===== config.mk =====
export PLATFORM = sky130hd
export DESIGN_NAME = loop_transport_position_top_flat
export DESIGN_NICKNAME = d
export VERILOG_FILES = /design/src/hw/rtl/ltp_pkg.sv /design/src/hw/rtl/ltp_if.sv /design/src/hw/rtl/loop_transport_position_top.sv /design/src/hw/rtl/ltp_datapath.sv /design/src/hw/rtl/ltp_ctrl.sv /design/src/flat_wrapper.sv
export SDC_FILE = /design/constraint.sdc
export NUM_CORES = 1
export LEC_CHECK = 0
export CAP_MARGIN = 20
export CORE_ASPECT_RATIO = 1.25
export CORE_MARGIN = 3
export CORE_UTILIZATION = 40
export DETAILED_ROUTE_END_ITERATION = 8
export DONT_BUFFER_PORTS = 1
export PLACE_DENSITY = 0.6
export RECOVER_POWER = 25
export SLEW_MARGIN = 20
export SYNTH_ARGS = -nofsm -noshare
export SYNTH_HDL_FRONTEND = slang
export SYNTH_SLANG_ARGS = --single-unit

===== constraint.sdc =====
create_clock -name clk -period 14.4 [get_ports clk]
set_input_delay 0.72 -clock clk [delete_from_list [all_inputs] [get_ports clk]]
set_output_delay 0.72 -clock clk [all_outputs]
set_load 0.005 [all_outputs]

===== src/hw/rtl/ltp_pkg.sv =====
// Shared constants, codes and control structs of the loop transport position block.
`default_nettype none

package ltp_pkg;

    // Datapath widths
    localparam int POSITION_BITS = 48;
    localparam int FRAME_BITS    = 16;
    localparam int CMD_BITS      = 3;
    localparam int CFG_IDX_BITS  = 2;
    localparam int CNT_BITS      = $clog2(POSITION_BITS);

    // Command codes
    localparam logic [CMD_BITS-1:0] CMD_BEGIN   = 3'd0;
    localparam logic [CMD_BITS-1:0] CMD_ADVANCE = 3'd1;
    localparam logic [CMD_BITS-1:0] CMD_SEEK    = 3'd2;
    localparam logic [CMD_BITS-1:0] CMD_PLAY    = 3'd3;
    localparam logic [CMD_BITS-1:0] CMD_STOP    = 3'd4;

    // Configuration register indexes
    localparam logic [CFG_IDX_BITS-1:0] CFG_LOOP_ENABLE = 2'd0;
    localparam logic [CFG_IDX_BITS-1:0] CFG_LOOP_START  = 2'd1;
    localparam logic [CFG_IDX_BITS-1:0] CFG_LOOP_END    = 2'd2;

    // Controller to datapath commands
    typedef struct packed {
        logic accept;     // take the input word, execute simple commands
        logic do_add;     // position plus frames, saturating
        logic do_check;   // loop wrap test, divider setup
        logic do_div;     // one restoring division step
        logic do_fin;     // write back the new position
        logic load_out;   // load the result register
    } ltp_cmd_t;

    // Datapath to controller status
    typedef struct packed {
        logic adv_go;     // offered word is an advance that moves the position
        logic wrap;       // loop wrap needed (valid during check)
    } ltp_status_t;

endpackage

`default_nettype wire


===== src/hw/rtl/ltp_if.sv =====
// Valid/ready channel interfaces: input items, results and configuration writes.
`default_nettype none

interface ltp_item_if;
    logic                                valid;
    logic                                ready;
    logic [ltp_pkg::CMD_BITS-1:0]        command;
    logic [ltp_pkg::POSITION_BITS-1:0]   seek_sample;
    logic [ltp_pkg::FRAME_BITS-1:0]      frames;

    modport source (output valid, command, seek_sample, frames, input ready);
    modport sink   (input valid, command, seek_sample, frames, output ready);
endinterface

interface ltp_result_if;
    logic                                valid;
    logic                                ready;
    logic [ltp_pkg::POSITION_BITS-1:0]   position;
    logic                                playing;
    logic                                seek_pending;
    logic                                saturated;

    modport source (output valid, position, playing, seek_pending, saturated, input ready);
    modport sink   (input valid, position, playing, seek_pending, saturated, output ready);
endinterface

interface ltp_cfg_if;
    logic                                valid;
    logic                                ready;
    logic [ltp_pkg::CFG_IDX_BITS-1:0]    index;
    logic [ltp_pkg::POSITION_BITS-1:0]   data;

    modport source (output valid, index, data, input ready);
    modport sink   (input valid, index, data, output ready);
endinterface

`default_nettype wire


===== src/hw/rtl/loop_transport_position_top.sv =====
// Top level of the loop transport position block: controller, datapath, channel wiring.
//
// Channels: items (command, seek_sample, frames) in, results (position, playing,
// seek_pending, saturated) out, cfg writes (index 0 loop enable, 1 loop range
// start, 2 loop range end) in. Every word moves on valid && ready at a rising clk edge.
// cfg.ready is always high; write cfg only while the block is idle.
// Each accepted item gives exactly one result word.
// Path from accept to result valid: begin/seek/play/stop and an advance that
// does not move go straight to the result load; an advance that moves passes
// the add, loop check and write-back steps first, and an advance that wraps
// inside the loop also runs the restoring divider for the loop modulo, which
// retires one bit per cycle (48 steps). One item is in flight at a time; the
// next item is taken as soon as the result is loaded into the output register,
// so the block cannot take a new item before it has finished the last one.
// Reset (rst_n low, asynchronous) clears position, seek target, play flags and
// loop registers to zero and empties the output register.
// A stalled receiver holds the result in the output register; a following item
// is still accepted and processed, and waits for the register to free up.
`default_nettype none

module loop_transport_position_top (
    input  wire logic   clk,
    input  wire logic   rst_n,
    ltp_item_if.sink    items,
    ltp_result_if.source results,
    ltp_cfg_if.sink     cfg
);

    ltp_pkg::ltp_cmd_t     cmd;
    ltp_pkg::ltp_status_t  status;

    assign cfg.ready = 1'b1;

    // Sequencer
    ltp_ctrl u_ctrl (
        .clk          (clk),
        .rst_n        (rst_n),
        .item_valid   (items.valid),
        .item_ready   (items.ready),
        .result_valid (results.valid),
        .result_ready (results.ready),
        .cmd          (cmd),
        .status       (status)
    );

    // State and arithmetic
    ltp_datapath u_datapath (
        .clk          (clk),
        .rst_n        (rst_n),
        .cmd          (cmd),
        .status       (status),
        .command      (items.command),
        .seek_sample  (items.seek_sample),
        .frames       (items.frames),
        .cfg_we       (cfg.valid && cfg.ready),
        .cfg_index    (cfg.index),
        .cfg_data     (cfg.data),
        .position     (results.position),
        .playing      (results.playing),
        .seek_pending (results.seek_pending),
        .saturated    (results.saturated)
    );

    // Only one sequencer step is active per cycle
    assert property (@(posedge clk) disable iff (!rst_n)
        $onehot0({cmd.accept, cmd.do_add, cmd.do_check, cmd.do_div, cmd.do_fin,
                  cmd.load_out}))
    else $error("more than one sequencer step active");

    // The block is not ready again in the cycle after an accept
    assert property (@(posedge clk) disable iff (!rst_n)
        (items.valid && items.ready) |=> !items.ready)
    else $error("input taken again right after an accept");

    // Loading the result register always presents a word
    assert property (@(posedge clk) disable iff (!rst_n)
        cmd.load_out |=> results.valid)
    else $error("result loaded but not valid");

    // A clipped advance cannot coexist with a pending seek
    assert property (@(posedge clk) disable iff (!rst_n)
        (results.valid && results.saturated) |-> !results.seek_pending)
    else $error("saturated result reported with a seek pending");

endmodule

`default_nettype wire


===== src/hw/rtl/ltp_datapath.sv =====
// Datapath: transport state, loop registers, saturating adder, serial divider, result register.
`default_nettype none

module ltp_datapath (
    input  wire logic                                clk,
    input  wire logic                                rst_n,
    input  wire ltp_pkg::ltp_cmd_t                   cmd,
    output      ltp_pkg::ltp_status_t                status,
    input  wire logic [ltp_pkg::CMD_BITS-1:0]        command,
    input  wire logic [ltp_pkg::POSITION_BITS-1:0]   seek_sample,
    input  wire logic [ltp_pkg::FRAME_BITS-1:0]      frames,
    input  wire logic                                cfg_we,
    input  wire logic [ltp_pkg::CFG_IDX_BITS-1:0]    cfg_index,
    input  wire logic [ltp_pkg::POSITION_BITS-1:0]   cfg_data,
    output      logic [ltp_pkg::POSITION_BITS-1:0]   position,
    output      logic                                playing,
    output      logic                                seek_pending,
    output      logic                                saturated
);

    localparam int PB = ltp_pkg::POSITION_BITS;
    localparam int FB = ltp_pkg::FRAME_BITS;

    // Architectural state
    logic [PB-1:0] sample_pos_reg;
    logic [PB-1:0] seek_target_reg;
    logic          seek_wait_reg;
    logic          play_req_reg;
    logic          play_lat_reg;
    logic          loop_en_reg;
    logic [PB-1:0] range_lo_reg;
    logic [PB-1:0] range_hi_reg;
    logic          lat_en_reg;
    logic [PB-1:0] lat_start_reg;
    logic [PB-1:0] lat_end_reg;

    // Working registers
    logic [FB-1:0] frames_reg;
    logic [PB-1:0] pos_reg;
    logic          sat_reg;
    logic          wrap_reg;
    logic [PB-1:0] dividend_reg;
    logic [PB-1:0] divisor_reg;
    logic [PB-1:0] rem_reg;

    // Result register
    logic [PB-1:0] out_pos_reg;
    logic          out_play_reg;
    logic          out_seek_reg;
    logic          out_sat_reg;

    logic [PB:0]   sum;
    logic [PB:0]   pos_minus_end;
    logic [PB:0]   span_len;
    logic          wrap_now;
    logic [PB:0]   rem_shift;
    logic [PB:0]   trial;
    logic [PB-1:0] sample_pos_next;

    // Advance decision on the offered word
    assign status.adv_go = (command == ltp_pkg::CMD_ADVANCE) && play_lat_reg &&
                           (frames != '0) && !seek_wait_reg;

    // Saturating add of the frame count
    assign sum = {1'b0, sample_pos_reg} + {{(PB + 1 - FB){1'b0}}, frames_reg};

    // Loop test: position at or past end, end strictly above start
    assign pos_minus_end = {1'b0, pos_reg} - {1'b0, lat_end_reg};
    assign span_len      = {1'b0, lat_end_reg} - {1'b0, lat_start_reg};
    assign wrap_now      = lat_en_reg && !span_len[PB] && (span_len[PB-1:0] != '0) &&
                           !pos_minus_end[PB];
    assign status.wrap   = wrap_now;

    // Restoring division step, one quotient bit per cycle
    assign rem_shift = {rem_reg, dividend_reg[PB-1]};
    assign trial     = rem_shift - {1'b0, divisor_reg};

    // Write-back value after an advance
    assign sample_pos_next = wrap_reg ? (lat_start_reg + rem_reg) : pos_reg;

    // Transport state and configuration
    always_ff @(posedge clk or negedge rst_n)
    begin
        if (!rst_n)
        begin
            sample_pos_reg  <= '0;
            seek_target_reg <= '0;
            seek_wait_reg   <= 1'b0;
            play_req_reg    <= 1'b0;
            play_lat_reg    <= 1'b0;
            loop_en_reg     <= 1'b0;
            range_lo_reg    <= '0;
            range_hi_reg    <= '0;
            lat_en_reg      <= 1'b0;
            lat_start_reg   <= '0;
            lat_end_reg     <= '0;
        end
        else
        begin
            if (cfg_we)
            begin
                case (cfg_index)
                    ltp_pkg::CFG_LOOP_ENABLE: loop_en_reg  <= cfg_data[0];
                    ltp_pkg::CFG_LOOP_START:  range_lo_reg <= cfg_data;
                    ltp_pkg::CFG_LOOP_END:    range_hi_reg <= cfg_data;
                    default: ;
                endcase
            end
            if (cmd.accept)
            begin
                case (command)
                    ltp_pkg::CMD_BEGIN:
                    begin
                        if (seek_wait_reg)
                        begin
                            sample_pos_reg <= seek_target_reg;
                            seek_wait_reg  <= 1'b0;
                        end
                        play_lat_reg  <= play_req_reg;
                        lat_en_reg    <= loop_en_reg;
                        lat_start_reg <= range_lo_reg;
                        lat_end_reg   <= range_hi_reg;
                    end
                    ltp_pkg::CMD_SEEK:
                    begin
                        seek_target_reg <= seek_sample;
                        seek_wait_reg   <= 1'b1;
                    end
                    ltp_pkg::CMD_PLAY: play_req_reg <= 1'b1;
                    ltp_pkg::CMD_STOP: play_req_reg <= 1'b0;
                    default: ;
                endcase
            end
            if (cmd.do_fin)
            begin
                sample_pos_reg <= sample_pos_next;
            end
        end
    end

    // Advance working registers and result payload
    always_ff @(posedge clk)
    begin
        if (cmd.accept)
        begin
            frames_reg <= frames;
            sat_reg    <= 1'b0;
        end
        if (cmd.do_add)
        begin
            if (sum[PB])
            begin
                pos_reg <= '1;
                sat_reg <= 1'b1;
            end
            else
            begin
                pos_reg <= sum[PB-1:0];
            end
        end
        if (cmd.do_check)
        begin
            wrap_reg     <= wrap_now;
            dividend_reg <= pos_minus_end[PB-1:0];
            divisor_reg  <= span_len[PB-1:0];
            rem_reg      <= '0;
        end
        if (cmd.do_div)
        begin
            dividend_reg <= {dividend_reg[PB-2:0], 1'b0};
            rem_reg      <= trial[PB] ? rem_shift[PB-1:0] : trial[PB-1:0];
        end
        if (cmd.load_out)
        begin
            out_pos_reg  <= seek_wait_reg ? seek_target_reg : sample_pos_reg;
            out_play_reg <= play_req_reg;
            out_seek_reg <= seek_wait_reg;
            out_sat_reg  <= sat_reg;
        end
    end

    assign position     = out_pos_reg;
    assign playing      = out_play_reg;
    assign seek_pending = out_seek_reg;
    assign saturated    = out_sat_reg;

endmodule

`default_nettype wire


===== src/hw/rtl/ltp_ctrl.sv =====
// Controller: sequences accept, add, loop check, serial divide, write-back and result load.
`default_nettype none

module ltp_ctrl (
    input  wire logic                  clk,
    input  wire logic                  rst_n,
    input  wire logic                  item_valid,
    output      logic                  item_ready,
    output      logic                  result_valid,
    input  wire logic                  result_ready,
    output      ltp_pkg::ltp_cmd_t     cmd,
    input  wire ltp_pkg::ltp_status_t  status
);

    typedef enum logic [5:0] {
        S_IDLE  = 6'b000001,
        S_ADD   = 6'b000010,
        S_CHECK = 6'b000100,
        S_DIV   = 6'b001000,
        S_FIN   = 6'b010000,
        S_EMIT  = 6'b100000
    } state_t;

    localparam logic [ltp_pkg::CNT_BITS-1:0] CNT_LAST =
        ltp_pkg::CNT_BITS'(ltp_pkg::POSITION_BITS - 1);

    state_t                        state_reg, state_next;
    logic [ltp_pkg::CNT_BITS-1:0]  cnt_reg, cnt_next;
    logic                          out_valid_reg, out_valid_next;
    logic                          out_free;

    assign item_ready   = (state_reg == S_IDLE);
    assign result_valid = out_valid_reg;
    assign out_free     = !out_valid_reg || result_ready;

    // Next state and command decode
    always_comb
    begin
        state_next     = state_reg;
        cnt_next       = cnt_reg;
        out_valid_next = out_valid_reg && !result_ready;
        cmd            = '0;
        case (state_reg)
            S_IDLE:
            begin
                if (item_valid)
                begin
                    cmd.accept = 1'b1;
                    state_next = status.adv_go ? S_ADD : S_EMIT;
                end
            end
            S_ADD:
            begin
                cmd.do_add = 1'b1;
                state_next = S_CHECK;
            end
            S_CHECK:
            begin
                cmd.do_check = 1'b1;
                cnt_next     = '0;
                state_next   = status.wrap ? S_DIV : S_FIN;
            end
            S_DIV:
            begin
                cmd.do_div = 1'b1;
                cnt_next   = cnt_reg + 1'b1;
                if (cnt_reg == CNT_LAST)
                begin
                    state_next = S_FIN;
                end
            end
            S_FIN:
            begin
                cmd.do_fin = 1'b1;
                state_next = S_EMIT;
            end
            S_EMIT:
            begin
                if (out_free)
                begin
                    cmd.load_out   = 1'b1;
                    out_valid_next = 1'b1;
                    state_next     = S_IDLE;
                end
            end
            default:
            begin
                state_next = S_IDLE;
            end
        endcase
    end

    // Control registers
    always_ff @(posedge clk or negedge rst_n)
    begin
        if (!rst_n)
        begin
            state_reg     <= S_IDLE;
            cnt_reg       <= '0;
            out_valid_reg <= 1'b0;
        end
        else
        begin
            state_reg     <= state_next;
            cnt_reg       <= cnt_next;
            out_valid_reg <= out_valid_next;
        end
    end

endmodule

`default_nettype wire


===== src/flat_wrapper.sv =====
// flat-port wrapper written by rule: the top's interface ports become plain ports
module loop_transport_position_top_flat 
  (clk, rst_n, items_valid, items_command, items_seek_sample, items_frames, items_ready, results_valid, results_position, results_playing, results_seek_pending, results_saturated, results_ready, cfg_valid, cfg_index, cfg_data, cfg_ready);
  ltp_item_if items_i ();
  ltp_result_if results_i ();
  ltp_cfg_if cfg_i ();
  input  wire logic clk;
  input  wire logic rst_n;
  input wire logic [$bits(items_i.valid)-1:0] items_valid;
  input wire logic [$bits(items_i.command)-1:0] items_command;
  input wire logic [$bits(items_i.seek_sample)-1:0] items_seek_sample;
  input wire logic [$bits(items_i.frames)-1:0] items_frames;
  output wire logic [$bits(items_i.ready)-1:0] items_ready;
  output wire logic [$bits(results_i.valid)-1:0] results_valid;
  output wire logic [$bits(results_i.position)-1:0] results_position;
  output wire logic [$bits(results_i.playing)-1:0] results_playing;
  output wire logic [$bits(results_i.seek_pending)-1:0] results_seek_pending;
  output wire logic [$bits(results_i.saturated)-1:0] results_saturated;
  input wire logic [$bits(results_i.ready)-1:0] results_ready;
  input wire logic [$bits(cfg_i.valid)-1:0] cfg_valid;
  input wire logic [$bits(cfg_i.index)-1:0] cfg_index;
  input wire logic [$bits(cfg_i.data)-1:0] cfg_data;
  output wire logic [$bits(cfg_i.ready)-1:0] cfg_ready;
  assign items_i.valid = items_valid;
  assign items_i.command = items_command;
  assign items_i.seek_sample = items_seek_sample;
  assign items_i.frames = items_frames;
  assign items_ready = items_i.ready;
  assign results_valid = results_i.valid;
  assign results_position = results_i.position;
  assign results_playing = results_i.playing;
  assign results_seek_pending = results_i.seek_pending;
  assign results_saturated = results_i.saturated;
  assign results_i.ready = results_ready;
  assign cfg_i.valid = cfg_valid;
  assign cfg_i.index = cfg_index;
  assign cfg_i.data = cfg_data;
  assign cfg_ready = cfg_i.ready;
  loop_transport_position_top u_core (.clk(clk), .rst_n(rst_n), .items(items_i), .results(results_i), .cfg(cfg_i));
endmodule

After elaboration in Yosys (flattened, before gate mapping)
Index checks and enable logic that the tools add are counted.
{"block": "totals", "register_bits": 567, "latch_bits": 0, "ramBits": 0, "romBits": 0, "in_bits": 122, "output_inout_bits": 54, "elab_cells": 112, "mem_count": 0}
{"block": "classes", "addsub": 6, "mul": 0, "div": 0, "magnitude_cmp": 0, "eq_ne": 16, "shifts": 0, "mux": 32, "bitwise": 0, "n_reduce_logical": 32}
{"op": "48-bit 2-to-1 mux", "count": 10}
{"op": "48-bit by 48-bit subtractor with 49-bit output", "count": 2}
{"op": "48-bit by 16-bit adder with 49-bit output", "count": 1}
{"op": "49-bit by 48-bit subtractor with 49-bit output", "count": 1}
{"op": "48-bit adder", "count": 1}
{"op": "48-bit nonzero test", "count": 1}
{"op": "6-bit case mux with 6 select lines", "count": 1}
{"op": "6-bit 2-to-1 mux", "count": 4}
{"op": "2-bit AND reduction", "count": 8}
{"op": "16-bit nonzero test", "count": 1}
{"op": "1-bit 2-to-1 mux", "count": 13}
{"op": "6-bit equality test, second input constant", "count": 2}
{"op": "6-bit case mux with 2 select lines", "count": 1}
{"op": "2-bit nonzero test", "count": 6}
{"op": "1-bit logical AND", "count": 7}
{"op": "6-bit by 1-bit adder with 6-bit output, second input constant", "count": 1}
{"op": "3-bit by 2-bit equality test with 1-bit output, second input constant", "count": 2}
{"op": "6-bit by 1-bit equality test with 1-bit output, second input constant", "count": 1}
{"op": "6-bit by 2-bit equality test with 1-bit output, second input constant", "count": 1}
{"op": "6-bit by 3-bit equality test with 1-bit output, second input constant", "count": 1}
{"op": "6-bit by 4-bit equality test with 1-bit output, second input constant", "count": 1}
{"op": "6-bit by 5-bit equality test with 1-bit output, second input constant", "count": 1}
{"op": "2-bit != test, second input constant", "count": 3}
{"op": "1-bit logical NOT", "count": 5}
{"op": "10 further kinds", "count": 11}

Depth between registers and ports, before layout
Gate-level depths: netlist of run 1.
{"block": "depth", "ltp_word": 7, "depth_mapped": 16, "depth_no_buf": 16}

Cells and area by module
A second synthesis of run 1 with hierarchy kept.
{"block": "hier_totals", "hier_cells": 3394, "area_unflattened_um2": 34508.1}
{"mod": "ltp_datapath", "n_inst": 1, "cells_each": 3318, "area_per_inst_um2": 33756.1, "seq_area_each_um2": 15149.5}
{"mod": "ltp_ctrl", "n_inst": 1, "cells_each": 74, "area_per_inst_um2": 740.7, "seq_area_each_um2": 326.6}
{"mod": "loop_transport_position_top", "n_inst": 1, "cells_each": 2, "area_per_inst_um2": 11.3, "seq_area_each_um2": 0.0}

Least setup slack after synthesis of run 1
Ideal clock, no wire load.
{"block": "synth_path", "path_kind": "flip-flop to flip-flop", "from": "register u_core.u_ctrl.state_reg[2]", "to": "register u_core.u_ctrl.state_reg[0]", "setup_ns": 0.080, "arrival_time_ns": 5.092, "path_slack_ns": 9.228, "path_stages_with_launch": 5, "n_path_buf": 0, "period_less_slack_ns": 5.172, "path_cell_list": "dfrtp_1 or4_1 nor3b_1 nor4_1 o21a_1"}
{"block": "synth_via", "elab_chain_len": 3, "elab_cells_between_ends": 11, "cone_classes": "eq/ne: 9; mux: 1; reduce/logical: 1"}
{"item": "from (decl)", "line": "ltp_ctrl.sv:27", "source": "state_t state_reg, state_next;"}
{"item": "from (signal assigned)", "line": "ltp_ctrl.sv:104", "source": "state_reg <= state_next;"}
{"item": "6-bit by 4-bit equality test with 1-bit output, or another cell as far along", "line": "ltp_ctrl.sv:43", "source": "case (state_reg)"}
{"item": "2-bit != test (no line)"}
{"item": "3-bit AND reduction (no line)"}
Parallel ways exist; a longest one is shown, timed or not.
A chain may end at the register's enable or synchronous reset.

Worst setup path in the final report of run 1
{"block": "layout_path", "from": "register u_core.u_datapath.dividend_reg[47]", "to": "register u_core.u_datapath.rem_reg[0], data pin"}
{"block": "layout_via", "elab_chain_len": 3}
{"item": "from (decl)", "line": "ltp_datapath.sv:42", "source": "logic [PB-1:0] dividend_reg;"}
{"item": "from (signal assigned)", "line": "ltp_datapath.sv:164", "source": "dividend_reg <= pos_minus_end[PB-1:0];"}
{"item": "from (signal assigned)", "line": "ltp_datapath.sv:170", "source": "dividend_reg <= {dividend_reg[PB-2:0], 1'b0};"}
{"item": "49-bit by 48-bit subtractor with 49-bit output", "line": "ltp_datapath.sv:76", "source": "assign trial = rem_shift - {1'b0, divisor_reg};"}
{"item": "48-bit 2-to-1 mux *", "line": "ltp_datapath.sv:171", "source": "rem_reg <= trial[PB] ? rem_shift[PB-1:0] : trial[PB-1:0];"}
{"item": "48-bit 2-to-1 mux *", "line": "ltp_datapath.sv:168", "source": "if (cmd.do_div)"}
{"item": "to (signal assigned)", "line": "ltp_datapath.sv:171"}
{"item": "to (decl)", "line": "ltp_datapath.sv:44", "source": "logic [PB-1:0] rem_reg;"}
Every way passes the cells marked *; elsewhere a longest branch is shown, timed or not.

==> impl_metrics.env, run 1 <==
export IMPL_outcome="finished, violations left"
export IMPL_violations="max-capacitance violations, max-slew violations"
export IMPL_cts_buffers=57
export IMPL_max_slew_margin=-2.33
export IMPL_synth_cell_types=105
export IMPL_min_from="items_frames[11]"
export IMPL_die_area_sq_um=88900
export IMPL_timing_fmax_ghz=0.205
export IMPL_holdPathEnd="u_core.u_datapath.frames_reg[11]"
export IMPL_fin_util=0.439
export IMPL_cts_htree_levels=2
export IMPL_syn_area_per_cell_sq_um=10.1
export IMPL_grt_usage=0.210
export IMPL_clk_latency_ps=630
export IMPL_grt_pass1_vias=25000
export IMPL_critPathLaunchType="flop"
export IMPL_layout_commonest_cell="nand2_1"
export IMPL_synth_top_family_by_area="compound AO/OA/AOI/OAI gates"
export IMPL_routed_wl_mm=94.6
export IMPL_dp_hpwl_mm=69.4
export IMPL_fin_crit_sh=0.338
export IMPL_grt_max_degree=306
export IMPL_first_iter_violations=1796
export IMPL_cpMostUsedCell="a21oi_1"
export IMPL_synthAdderAreaFrac=0.0792
export IMPL_setup_tns_final_ps=0
export IMPL_clk_pin_slew_ps=70
export IMPL_vias_per_cell=5.62
export IMPL_initial_core_util=0.404
export IMPL_ios=176
export IMPL_hp_class="in2reg"
export IMPL_grt_overflow_total=0
export IMPL_met1_length_mm=43.6
export IMPL_die_x_microns=267
export IMPL_cts_sinks=567
export IMPL_syn_nets=3728
export IMPL_synth_area_leaders="edfxtp_1, dfrtp_1, ha_1"
export IMPL_synth_compound_area_frac=0.171
export IMPL_drv_cap=3
export IMPL_crit_required_ps=14740
export IMPL_synth_top_area_frac=0.228
export IMPL_worstPathArrival_ps=5200
export IMPL_yosysSeqAreaShare=0.454
export IMPL_worstMarginPinSlew_ps=5000
export IMPL_slew_viol_final=187
export IMPL_yosys_warnings=0
export IMPL_grt_pass1_wl_mm=146
export IMPL_critPathKind="reg2reg"
export IMPL_slowest_delay_ps=510
export IMPL_finalPower_uw=7600
export IMPL_syn_area_sq_um=34100
export IMPL_synth_xor_area_share=0.0493
export IMPL_rrSetupSlack_ps=9530
export IMPL_rr_endpoint="u_core.u_datapath.rem_reg[0]"
export IMPL_synth_top_flop_cell="dfrtp_1"
export IMPL_io_buffers=0
export IMPL_vias=25200
export IMPL_hold_violations=0
export IMPL_finalClockSkew_ps=26.1
export IMPL_core_sq_um=84400
export IMPL_rsz0062_at_grt="false"
export IMPL_first_pass_iters=5
export IMPL_highest_layer="met5"
export IMPL_drive_gt1_frac=0.113
export IMPL_ys_seq_elements=567
export IMPL_antenna_found_initial=3
export IMPL_cp_slowest_cell="edfxtp_1"
export IMPL_path_cells="inv_1, ha_1, fa_1, nand2b_1, a21oi_1, o41ai_2, a21oi_1, o2111ai_1, a21oi_1, o21ai_1, a31oi_2, xnor2_4, buf_4, nor2_1, a21oi_1, nor2_1"
export IMPL_cp_end_kind="flop"
export IMPL_critPathLaunch="u_core.u_datapath.dividend_reg[47]"
export IMPL_power_density_nw_per_um2=205
export IMPL_cts_tree="built"
export IMPL_dieHeight_microns=333
export IMPL_min_path_cells=0
export IMPL_yosys_area_share_simple=0.121
export IMPL_synthCells=3393
export IMPL_rr_startpoint="u_core.u_datapath.dividend_reg[47]"
export IMPL_synth_edf_count=259
export IMPL_cellLeakagePower_uw=0.0157
export IMPL_setup_violations=0
export IMPL_dr_wl_met3_mm=4.98
export IMPL_cp_top_family="compound AO/OA/AOI/OAI gates"
export IMPL_rr_worst_depth=16
export IMPL_drc_errors=0
export IMPL_layout_common_cells="nand2_1, dfrtp_1, o21ai_0"
export IMPL_wl_met2_mm=43.6
export IMPL_peakVddDrop_mv=0.125
export IMPL_crit_buf_inv=2
export IMPL_worstPathMaxFanout=46
export IMPL_cts_buffer_depth=3
export IMPL_wire_per_inst_microns=21.1
export IMPL_synth_mux_area_frac=0.0870
export IMPL_area_growth_pct=8.69
export IMPL_finalWeightedCongestion=0.918
export IMPL_num_rows=119
export IMPL_async_flop_share=0.540
export IMPL_nNetsFinal=3679
export IMPL_cts_root_buf="clkbuf_16"
export IMPL_period_needed_ps=4870
export IMPL_yosysTopAreaCell="edfxtp_1"
export IMPL_ant_nets=0
## where the power goes
group,internal [uW],switching [uW],total [uW],leakage (uW)
sequential,2240,298,2540,0.00635
combinational,1420,2160,3580,0.00841
clock,829,659,1490,0.000904
total,4490,3120,7600,0.0157
## logic make-up after synthesis
family | after synthesis
other | 1
DFF | 567
muxes | 270
buffers and inverters | 338
AOI/OAI and AO/OA | 933
adders and majority gates | 213
and+or+nand+nor | 880
xor gates and xnor gates | 191
## how the worst max path moves through the flow
stage | cells past startpoint | endpoint | slack [ps]
after floorplan | 4 | u_core.u_ctrl.state_reg[0] | 9230
after global placement | 16 | u_core.u_datapath.rem_reg[0] | 9600
after detailed placement | 16 | u_core.u_datapath.rem_reg[1] | 9540
after CTS | 16 | u_core.u_datapath.rem_reg[0] | 9470
after global routing | 1 | u_core.u_datapath.seek_target_reg[27] | 8800
final | 16 | u_core.u_datapath.rem_reg[0] | 9530
## what timing repair did
| item | in CTS | in global routing |
|---|---|---|
| hold buffers | 2 | 0 |
| setup buffers | 0 | 0 |
| endpoints found under the hold margin | 305 | 0 |
| resized for setup | 0 | 0 |
## final cells by class
class | count | area [sq um]
repair buffers | 25 | 231
diodes | 3 | 7.51
inverters | 205 | 772
multi-input cells | 2488 | 17400
fillers | 8019 | 47300
flip-flops and latches | 567 | 15500
clock inverters | 29 | 256
well taps | 1089 | 1360
clock buffers | 76 | 1580
## cell usage after synthesis (99+ instances only)
cell / n
dfrtp_1: 305
inv_1: 204
xnor2_1: 99
ha_1: 208
a21oi_1: 257
o21ai_0: 275
edfxtp_1: 259
nand2_1: 439
mux2_2: 212
nor2_1: 120
a21o_1: 104
clkbuf_1: 99
## stage by stage
step                      hold slack, ps  instance area (sq um)  cells  setup slack, ps
after detailed placement             421                  35200   4370             9540
after global placement               428                  35200   4370             9600
after CTS                            147                  37100   4477             9470
after global routing                 155                  37100   4479             8800
after floorplan                      409                  34100   3393             9230
final                                196                  37100   4482             9530
## metal layers
| metal | track usage | vias to the layer above |
|---|---|---|
| li1 | - | 12200 |
| met1 | 0.294 | 12300 |
| met2 | 0.338 | 570 |
| met3 | 0.0357 | 120 |
| met4 | 0.0544 | 4 |
| met5 | 0 | - |
Power figures use the tool's default switching activity.
==> run 2, diff against run 1 <==
Settings changed: ABC_AREA set to 1.
Clock period 14.4 ns to 4.6 ns, I/O delays scaled along.
==> run 2 against run 1 <==
The flow finishes with violations (negative hold slack). Register-to-register slack got worse by 9000 ps. Global-route usage increased by 8.1 points. Sequential power increased to 3.1 times the previous value. Worst setup slack worse by 9000 ps. Critical endpoint is now u_core.u_datapath.wrap_reg. Largest cell class unchanged.
==> impl_metrics.env, run 2 <==
export IMPL_outcome="finished, violations left"
export IMPL_violations="negative hold slack"
export IMPL_ctsResizeCount=0
export IMPL_syn_area_per_cell_sq_um=7.44
export IMPL_layout_common_cells="nand2_1, inv_1, nor2_1"
export IMPL_rr_startpoint="u_core.u_datapath.lat_start_reg[0]"
export IMPL_post_cts_buffers=0
export IMPL_core_sq_um=95100
export IMPL_syn_nets=5519
export IMPL_slowest_delay_ps=470
export IMPL_worstPathMaxFanout=4
export IMPL_max_slew_margin=0.220
export IMPL_dp_hpwl_mm=118
export IMPL_grtUsageMet1=0.336
export IMPL_initial_core_util=0.406
export IMPL_hold_violations=306
export IMPL_cellLeakagePower_uw=0.0205
export IMPL_worstMarginPinSlew_ps=1170
export IMPL_grt_max_degree=307
export IMPL_synth_edf_count=259
export IMPL_cp_slowest_cell="fa_1"
export IMPL_die_x_microns=284
export IMPL_finalClockSkew_ps=37.3
export IMPL_drive_gt1_frac=0.0496
export IMPL_ios=176
export IMPL_ant_nets=0
export IMPL_num_rows=126
export IMPL_yosysSeqAreaShare=0.401
export IMPL_cts_sinks=567
export IMPL_routed_wl_mm=149
export IMPL_power_density_nw_per_um2=645
export IMPL_worstPathArrival_ps=4460
export IMPL_rrSetupSlack_ps=530
export IMPL_clk_latency_ps=650
export IMPL_async_flop_share=0.540
export IMPL_peakVddDrop_mv=0.416
export IMPL_fin_util=0.456
export IMPL_cts_buffer_depth=3
export IMPL_setup_violations=0
export IMPL_layout_commonest_cell="nand2_1"
export IMPL_period_needed_ps=4070
export IMPL_yosys_warnings=0
export IMPL_drc_errors=0
export IMPL_area_growth_pct=12.3
export IMPL_rr_endpoint="u_core.u_datapath.wrap_reg"
export IMPL_clk_pin_slew_ps=60
export IMPL_setup_tns_final_ps=0
export IMPL_top_usage_layer="met2"
export IMPL_synth_top_area_frac=0.202
export IMPL_ys_seq_elements=567
export IMPL_critPathLaunchType="flop"
export IMPL_wire_per_inst_microns=22.5
export IMPL_synthCells=5184
export IMPL_vias=35500
export IMPL_grt_pass1_wl_mm=219
export IMPL_grt_pass1_vias=35900
export IMPL_io_buffers=0
export IMPL_first_iter_violations=2888
export IMPL_ys_top_cells_by_count="nand2_1, inv_1, nor2_1"
export IMPL_syn_area_sq_um=38600
export IMPL_hold_buffers=122
export IMPL_grt_overflow_total=0
export IMPL_first_pass_iters=5
export IMPL_cts_buffers=68
export IMPL_nNetsFinal=5619
export IMPL_antenna_found_initial=1
export IMPL_rsz0062_at_grt="false"
export IMPL_dieHeight_microns=353
export IMPL_grt_usage=0.291
export IMPL_synth_most_common_cell="nand2_1"
export IMPL_path_cells="ha_1, fa_1, inv_1, nand3_1, nand2_1, nand3_1, nand3_1, xor2_1, nor2_1, nand2_1, nor2_1, nand2_1, nor2_1, nand3_1, nand2_1, inv_1"
export IMPL_use_met2=0.508
export IMPL_timing_fmax_ghz=0.246
export IMPL_vias_per_cell=5.37
export IMPL_yosysTopAreaCell="edfxtp_1"
export IMPL_synth_area_leaders="edfxtp_1, dfrtp_1, nand2_1"
export IMPL_whs_ps=-704
export IMPL_critPathKind="reg2reg"
export IMPL_drv_cap=0
export IMPL_hp_class="in2async"
export IMPL_finalWeightedCongestion=1.03
export IMPL_slew_viol_final=0
export IMPL_rr_worst_depth=16
export IMPL_final_fill_count=9648
export IMPL_die_area_sq_um=100000
export IMPL_synth_cell_types=73
export IMPL_crit_required_ps=4990
export IMPL_fin_crit_sh=0.884
export IMPL_cts_tree="built"
export IMPL_cp_end_kind="flop"
export IMPL_cts_root_buf="clkbuf_16"
export IMPL_cts_htree_levels=3
export IMPL_synth_top_flop_cell="dfrtp_1"
export IMPL_grt_util_met3=0.0371
## run 2: cell types whose count changed after synthesis, sizes merged, moves of 83 or more
cell | previous run | this run
nand2 | 439 | 1276
nand3 | 51 | 215
o21ai | 293 | 504
mux2 | 213 | 48
a21o | 104 | 21
inv | 205 | 824
nor2 | 121 | 596
a21oi | 260 | 353
## run 2: power breakdown
group,total [uW],internal (uW),switching (uW)
registers,7930,6930,1000
clock network,5630,3270,2360
logic,14400,4310,10100
total,28000,14500,13400
## run 2: worst max path at each step
stage                                                  start                    endpoint  slack (ps)  cells after the start
after floorplan                   u_core.u_ctrl.state_reg[1]    u_core.u_ctrl.cnt_reg[1]         520                      7
after global placement    u_core.u_datapath.lat_start_reg[0]  u_core.u_datapath.wrap_reg         670                     16
after detailed placement  u_core.u_datapath.lat_start_reg[0]  u_core.u_datapath.wrap_reg         690                     16
after CTS                 u_core.u_datapath.lat_start_reg[0]  u_core.u_datapath.wrap_reg         670                     16
after global routing      u_core.u_datapath.lat_start_reg[0]  u_core.u_datapath.wrap_reg         400                     18
final                     u_core.u_datapath.lat_start_reg[0]  u_core.u_datapath.wrap_reg         530                     16
## run 2: logic make-up (layout without fill, tap and decap cells)
group | after synthesis | in the layout | share of synthesized area
adder cells (fa/ha/maj) | 213 | 213 | 0.0701
AND/OR/NAND/NOR | 2268 | 2268 | 0.243
AO/OA/AOI/OAI | 1033 | 1033 | 0.148
multiplexers | 65 | 65 | 0.0193
flip-flops | 567 | 567 | 0.401
XOR/XNOR | 97 | 97 | 0.0220
buffers and inverters | 940 | 1094 | 0.0969
other | 1 | 2 | 0.0000972
## run 2: critical path: cells and delay by family, from the launching register on
kind                       cells  cell delay [ps]
and+or+nand+nor               11             2170
buffers and inverters          2              360
xor gates and xnor gates       1              150
DFF                            1              420
adders and majority gates      2              710
## run 2: per-stage QoR
stage          cell area, sq um  setup slack (ps)  total power (uW)  instances  hold WS, ps
6_report                  43300               533             28000       6619         -704
5_1_grt                   43300               401             29800       6618         -730
4_1_cts                   43300               674             27800       6618         -728
3_5_place_dp              39800               689             21900       6372        -40.5
3_3_place_gp              39800               666             22000       6372        -41.4
2_1_floorplan             38600               519             17000       5184        -65.6
## run 2: layer usage
metal	vias up	wire (microns)
li1	17200	-
met1	16800	58000
met2	1214	72400
met3	377	7710
met4	0	11000
met5	-	0
## run 2: area by class of cell
class                      count  area (sq um)  share of cell area
tap                         1280          1600              0.0370
antenna                        1          2.50           0.0000578
timing repair buffer         145          1440              0.0333
clock buffer                  89          1900              0.0438
multi-input combinational   3677         19400               0.448
sequential                   567         15500               0.357
clock inverter                35           380             0.00878
inverter                     825          3100              0.0715
